**config.mk**
```make
export PLATFORM = sky130hd
export DESIGN_NAME = vgpd_div
export DESIGN_NICKNAME = d
export VERILOG_FILES = /design/src/rtl/vgpd_pkg.sv /design/src/rtl/vgpd_div.sv
export SDC_FILE = /design/constraint.sdc
export NUM_CORES = 1
export LEC_CHECK = 0
export ABC_AREA = 1
export BUFFER_PORTS_ARGS = -buffer_cell sky130_fd_sc_hd__buf_2
export CAP_MARGIN = 20
export CORE_UTILIZATION = 40
export DETAILED_ROUTE_END_ITERATION = 10
export PLACE_DENSITY = 0.6
export RECOVER_POWER = 50
export SYNTH_ARGS = -nofsm -noshare
export SYNTH_HDL_FRONTEND = slang
export SYNTH_SLANG_ARGS = --single-unit
export TNS_END_PERCENT = 5
```
**constraint.sdc**
```tcl
create_clock -name clk -period 2.1 [get_ports clk]
set_input_delay 0.42 -clock clk [delete_from_list [all_inputs] [get_ports clk]]
set_output_delay 0.42 -clock clk [all_outputs]
set_load 0.02 [all_outputs]
```
**src/rtl/vgpd_pkg.sv**
```systemverilog
`timescale 1ns / 1ps
// ----------------------------------------------------------------------------
// vgpd_pkg: shared definitions for the voxel grid point deduplicator
// Field widths, hash primes, the cell size reset value and the sequencer state type.
// ----------------------------------------------------------------------------
package vgpd_pkg;

  localparam int COORD_W    = 28;
  localparam int CELL_W     = 20;
  localparam int KEY_W      = 64;
  localparam int PRIME_W    = 27;
  localparam int CIDX_W     = COORD_W + 1;
  localparam int PROD_W     = CIDX_W + PRIME_W + 1;
  localparam int TDATA_W    = 88;
  localparam int SEEN_DEPTH_DEF = 1024;

  localparam logic [CELL_W-1:0]  CELL_RESET = CELL_W'(5000);
  localparam logic [PRIME_W-1:0] PRIME_X    = PRIME_W'(73856093);
  localparam logic [PRIME_W-1:0] PRIME_Y    = PRIME_W'(19349663);
  localparam logic [PRIME_W-1:0] PRIME_Z    = PRIME_W'(83492791);

  typedef enum logic [2:0] {
    ST_IDLE,
    ST_DIV_START,
    ST_DIV_WAIT,
    ST_MUL,
    ST_ACC,
    ST_SCAN,
    ST_INSERT,
    ST_OUT
  } vgpd_state_t;

endpackage

```
**src/rtl/vgpd_div.sv**
```systemverilog
`timescale 1ns / 1ps
// ----------------------------------------------------------------------------
// vgpd_div: radix-2 restoring divider
// Unsigned coordinate magnitude over cell size, one quotient bit per cycle.
// ----------------------------------------------------------------------------
module vgpd_div
  import vgpd_pkg::*;
(
  input  logic               clk,
  input  logic               rst,
  input  logic               start,
  input  logic [COORD_W-1:0] dividend,
  input  logic [CELL_W-1:0]  divisor,
  output logic               done,
  output logic [COORD_W-1:0] quotient,
  output logic               rem_nz
);

  localparam int CNT_W = $clog2(COORD_W);

  logic [CELL_W-1:0]  rem;
  logic [CELL_W-1:0]  dvs;
  logic [COORD_W-1:0] quo;
  logic [CNT_W-1:0]   cnt;
  logic               busy;
  logic [CELL_W:0]    shifted;
  logic               ge;

  assign shifted  = {rem, quo[COORD_W-1]};
  assign ge       = shifted >= {1'b0, dvs};
  assign quotient = quo;
  assign rem_nz   = |rem;

  always_ff @(posedge clk) begin
    if (rst) begin
      busy <= 1'b0;
      done <= 1'b0;
      cnt  <= '0;
    end else begin
      done <= 1'b0;
      if (start) begin
        busy <= 1'b1;
        cnt  <= '0;
      end else if (busy) begin
        cnt <= cnt + 1'b1;
        if (cnt == CNT_W'(COORD_W - 1)) begin
          busy <= 1'b0;
          done <= 1'b1;
        end
      end
    end
  end

  always_ff @(posedge clk) begin
    if (start) begin
      rem <= '0;
      quo <= dividend;
      dvs <= divisor;
    end else if (busy) begin
      rem <= ge ? CELL_W'(shifted - {1'b0, dvs}) : shifted[CELL_W-1:0];
      quo <= {quo[COORD_W-2:0], ge};
    end
  end

endmodule

```
==> results of run 1 <==
kinds of logic (layout without fill, tap and decap cells):
logic type / Yosys count / in the layout / synth area share (%)
simple gates: 349 / 349 / 34.4
buf+inv: 110 / 218 / 10.3
flops: 75 / 75 / 43.4
compound gates: 34 / 34 / 3.97
fa+ha+maj: 22 / 22 / 6.20
xor+xnor: 9 / 9 / 1.73
Yosys cell counts, types with 7 or more instances:
cell,number
nand2_1,220
nand2_2,9
inv_1,91
ha_1,21
edfxtp_1,48
o21ai_1,9
a21oi_1,15
nor3_1,7
nand3_2,12
nor2_1,28
nand3b_1,9
nand4_1,7
xnor2_1,7
dfxtp_1,27
nand3_1,47
where the power goes:
part	internal, mW	switching (mW)	leakage [nW]	total (mW)
logic	0.219	0.352	2.03	0.571
clock network	0.813	0.642	0.132	1.45
registers	1.68	0.0423	0.702	1.72
registers in the layout (all words and copies together) (netlist names):
name	flops
busy	1
cnt	5
done	1
dvs	20
quotient	28
rem	20
area by class of cell:
| cell class | instances | area [um2] |
|---|---|---|
| multi-input cells | 414 | 2260 |
| repair buffers | 107 | 624 |
| clock buffers | 10 | 229 |
| flip-flops and latches | 75 | 1980 |
| inverters | 95 | 357 |
| well taps | 140 | 175 |
| clock inverters | 6 | 46.3 |
| fillers | 1052 | 5300 |
worst register-to-register path: cells and delay by family, from the launching register on:
family | cells | cell delay [ns]
AND/OR/NAND/NOR | 9 | 0.77
adder cells (fa/ha/maj) | 2 | 0.60
buffers and inverters | 2 | 0.16
flip-flops | 1 | 0.35
how the worst max path moves through the flow:
stage | cells after the start | to | slack (ns) | from
global placement | 13 | rem[16] | 0.03 | quotient[27]
detailed placement | 13 | rem[16] | -0.001 | quotient[27]
CTS | 13 | rem[12] | 0.05 | quotient[27]
floorplan | 13 | rem[16] | 0.15 | quotient[27]
finish | 13 | rem[12] | 0.13 | quotient[27]
global route | 15 | rem[18] | -0.03 | dvs[6]
what timing repair did:
action                     CTS  global route
pin swaps                    0             7
resized for setup            1            37
cloned                       0             0
buffers inserted             0             8
setup endpoints to repair    2            21
routing by layer:
| layer | vias up | GRT usage (%) |
|---|---|---|
| met3 | 14 | 6.04 |
| met1 | 1826 | 26.2 |
| met5 | - | 0 |
| li1 | 2120 | - |
| met2 | 106 | 32.8 |
| met4 | 0 | 8.30 |
metrics by stage:
stage / cells / cell area (um2) / worst slack (ns) / utilization, %
after floorplan: 599 / 4560 / 0.146 / -
final: 847 / 5680 / 0.127 / 51.7
after CTS: 839 / 5460 / 0.0455 / 49.7
after detailed placement: 823 / 5180 / -0.00136 / 47.2
after global placement: 823 / 5180 / 0.0270 / 47.2
after global routing: 847 / 5680 / -0.0328 / 51.7
==> impl_metrics.ini, run 1 <==
[cells_and_area]
layout.nets = 775
drive_gt1_share_pct = 24.3
final_cell_mix = nand2_1 (214), inv_1 (91), buf_2 (78)
antennaDiodeCount = 0
area_growth_pct = 24.4
layout_commonest_cell = nand2_1

[timing]
setup_violations = 0
fmax_mhz = 507
finalCritPeriodShare_pct = 94.0
holdWs_ns = 0.250
worstMarginPinSlew_ns = 0.857
rsz0062_at_grt = yes
relSlewSlack_pct = 42.9
drv_slew = 0
hold_viol_final = 0
tns_ns = 0
clock_skew_ns = 0.00924
post-route-min-period_ns = 1.97

[yosys]
synth-edff-count = 48
ys_ff_latch = 75
ys_warn_count = 0
synth_largest_area_cell = edfxtp_1
synth_ff_type = edfxtp_1
ys_top_cells_by_area = edfxtp_1 (32%), nand2_1 (18%), dfxtp_1 (12%)
syn_inst = 599
synth_area_per_cell_um2 = 7.62
syn_nets = 672
synth_seq_area_share_pct = 43.4
syn_area_um2 = 4560
synth_top_area_share_pct = 31.6
async_reset_ff_share_pct = 0
yosysUniqueCellTypes = 35

[die]
die_area_um2 = 11800
io_pins = 81
start_util_pct = 41.6
fp.dieW_um = 109
die_h_um = 109
core_um2 = 11000
row_count = 38

[hold_path]
hold_path_end = dvs[7]
hold_path_depth = 1
hold_path.class = in2reg
hold_start = divisor[7]

[clocking]
cts.sinks = 75
cts_root_buf = clkbuf_16
insertion_delay_ns = 0.34
hold_buffers = 0
max-clock-path-buffers = 2
cts_tree = yes
path_clk_slew_ns = 0.06
cts_max_level = 3
cts_buffers = 9

[global_routing]
grt_max_degree = 29
grt_util_all_layers_pct = 20.6
antenna_found_initial = 0
grt_first_pass_wirelength_mm = 18.6
overflow = 0
grt_pass1_vias = 3958

[power]
leakagePower_nw = 2.86
powerDensity_nw_per_um2 = 660
ir_worst_vdd_v = 0.000501
finalPower_mw = 3.75

[routing]
drc = 0
wl_per_cell_um = 13.3
vias = 4066
drt-vias-per-instance = 4.80
drt_iter0_markers = 225
ant_nets = 0
top_layer = met4
wl_met2_mm = 5.08
wl_met3_um = 713
drt_pre_antenna_iters = 4
met1_length_mm = 5.32
wirelength_mm = 11.3

[critical_path]
crit_required_ns = 2.33
slowest_stage = fa_2
cp-end-kind = register
worstPathMaxFanout = 3
cp-start-kind = register
worst_r2r_startpoint = quotient[27]
crit_arrival_ns = 2.21
cp_cell_sequence = inv_1 -> ha_2 -> fa_2 -> inv_1 -> nand3_1 -> nand3_2 -> nand2_1 -> nand2_2 -> nand2_1 -> nand3_1 -> nand3_2 -> nand3_1 -> nand2_1
path_delay_family = simple AND/OR/NAND/NOR gates
ff2ff_path_depth = 13
max_stage_delay_ns = 0.40
crit_buf_inv = 2
reg2reg_slack_ns = 0.13
rr_endpoint = rem[12]
critical_path_class = reg2reg

[placed_design]
portBuffers = 80
gp_congestion = 0.911
hpwlAfterDp_mm = 8.30

[outcome]
status = completed

[job]
cap_violations = 0
(Power assumes the default switching activity.)
==> inputs of run 2 (changes only) <==
- CORE_UTILIZATION: 40 -> 54
- PLACE_DENSITY: 0.6 -> 0.77
- SETUP_SLACK_MARGIN: default -> 0.2
==> run 2 against run 1 <==
Clock power down 19%. Total power down 5.1%. Sequential power about the same. Core utilization up 24 points. Critical endpoint is now rem[7]. Largest cell class unchanged. Largest power group unchanged. Highest routed layer unchanged.
==> impl_metrics.ini, run 2 (synthesis gave the netlist of run 1 again) <==
[routing]
drt_iter0_markers = 342
drt-vias-per-instance = 5.48
ant_nets = 0
drc = 0
wirelength_mm = 13.6
wl_per_cell_um = 16.2
vias = 4607
drt_pre_antenna_iters = 5

[cells_and_area]
fillerInstances = 597
drive_gt1_share_pct = 33.2
antennaDiodeCount = 0
layout.nets = 803
regArea_um2 = 1980
finish.utilization_pct = 75.2
stdcell_area_um2 = 6180
multi_input_area_um2 = 2570
layout_commonest_cell = nand2_1
final_cell_mix = nand2_1 (198), inv_1 (77), buf_2 (76)
largest_reg_flops = 28
area_growth_pct = 35.4

[timing]
worstMarginPinSlew_ns = 0.970
holdWs_ns = 0.236
relSlewSlack_pct = 35.3
fmax_mhz = 495
drv_slew = 0
finalCritPeriodShare_pct = 96.1
hold_viol_final = 0
rsz0062_at_grt = yes
clock_skew_ns = 0.0102
tns_ns = 0
setup_violations = 0
post-route-min-period_ns = 2.02

[power]
ir_worst_vdd_v = 0.000366
netSwitchingFraction_pct = 28.8
comb_power_share_pct = 18.5
p_sw_mw = 1.02
finalPower_mw = 3.56
leakagePower_nw = 3.06
powerDensity_nw_per_um2 = 575
internal_power_mw = 2.53
seq_power_share_pct = 48.5
clkPwrFrac_pct = 33.0

[placed_design]
gp_congestion = 0.951
placed_area_um2 = 5110
hpwlAfterDp_mm = 8.07
portBuffers = 80

[clocking]
cts.sinks = 75
hold_buffers = 0
cts_max_level = 3
insertion_delay_ns = 0.36
cts_tree = yes
cts_buffers = 9
max-clock-path-buffers = 2
path_clk_slew_ns = 0.09
cts_root_buf = clkbuf_8

[critical_path]
path_delay_family = simple AND/OR/NAND/NOR gates
cp-end-kind = register
cp-start-kind = register
crit_required_ns = 2.34
worstPathMaxFanout = 5
cp_common_cell = nand2_1
max_stage_delay_ns = 0.35
cp_cell_sequence = inv_2 -> ha_4 -> nand2_2 -> nor2_4 -> nand2_1 -> nor2_1 -> nand2_1 -> nand2_2 -> nor2_4 -> buf_12 -> buf_12 -> nand2_8 -> nand2_1 -> nand3_1 -> o21ai_1
crit_arrival_ns = 2.26
crit_buf_inv = 3
critical_path_class = reg2reg
slowest_stage = edfxtp_1

[global_routing]
grt_pass1_vias = 4360
overflow = 0
grt_first_pass_wirelength_mm = 20.7
grt_max_degree = 30
antenna_found_initial = 0
grt_util_all_layers_pct = 31.0

[die]
core_um2 = 8220
die_area_um2 = 8820
io_pins = 81
die_h_um = 93.9
row_count = 33
start_util_pct = 55.6
fp.dieW_um = 93.9

[job]
cap_violations = 0

[outcome]
status = completed

[hold_path]
hold_path.class = in2reg
[run 2: what timing repair did]
action,in CTS,in global routing
setup buffers,29,2
setup endpoints to repair,22,22
resized for setup,65,32
pin swaps,39,18
endpoints found under the hold margin,0,0
gates cloned,6,1
[run 2: path summary, 6_finish.rpt]
kind | cells after the start | end | start | slack, ns
hold reg to reg | 2 | cnt[4] | cnt[4] | 0.48
hold / removal | 1 | dvs[6] | divisor[6] | 0.24
setup reg to reg | 15 | rem[7] | dvs[10] | 0.08
setup / recovery | 15 | rem[7] | dvs[10] | 0.08
[run 2: power groups by stage]
stage / registers (mW) / clock network, mW / logic (mW)
3_3_place_gp: 1.75 / 0 / 0.521
2_1_floorplan: 1.82 / 0 / 0.259
6_report: 1.73 / 1.17 / 0.657
4_1_cts: 1.72 / 1.19 / 0.621
3_5_place_dp: 1.75 / 0 / 0.531
5_1_grt: 1.73 / 1.26 / 0.710
[run 2: worst reg2reg max path: cells and delay by family, from the launching register on]
family / cells / cell delay (ns)
AOI/OAI and AO/OA: 1 / 0.08
adders and majority gates: 1 / 0.29
buffers and inverters: 3 / 0.31
DFF: 1 / 0.35
and+or+nand+nor: 10 / 0.89
[run 2: per-layer routing]
layer	GRT usage [%]	up-vias	part of all wire, %
met5	0	-	0
met4	20.8	0	5.8
met3	6.96	71	8.3
met2	49.8	258	47
met1	37.2	2100	39
li1	-	2178	-
[run 2: per-stage QoR]
step / setup WS (ns) / instances
global placement: -0.0137 / 786
detailed placement: -0.0471 / 786
global route: -0.0659 / 840
CTS: 0.169 / 837
floorplan: 0.205 / 599
finish: 0.0812 / 840
[run 2: layout make-up]
class                      count  area share, %
clock buffer                  10           2.23
clock inverter                 6           1.13
inverter                      95           5.79
multi-input combinational    417           41.5
sequential                    75           32.1
tap                          105           2.13
timing repair buffer         132           15.1
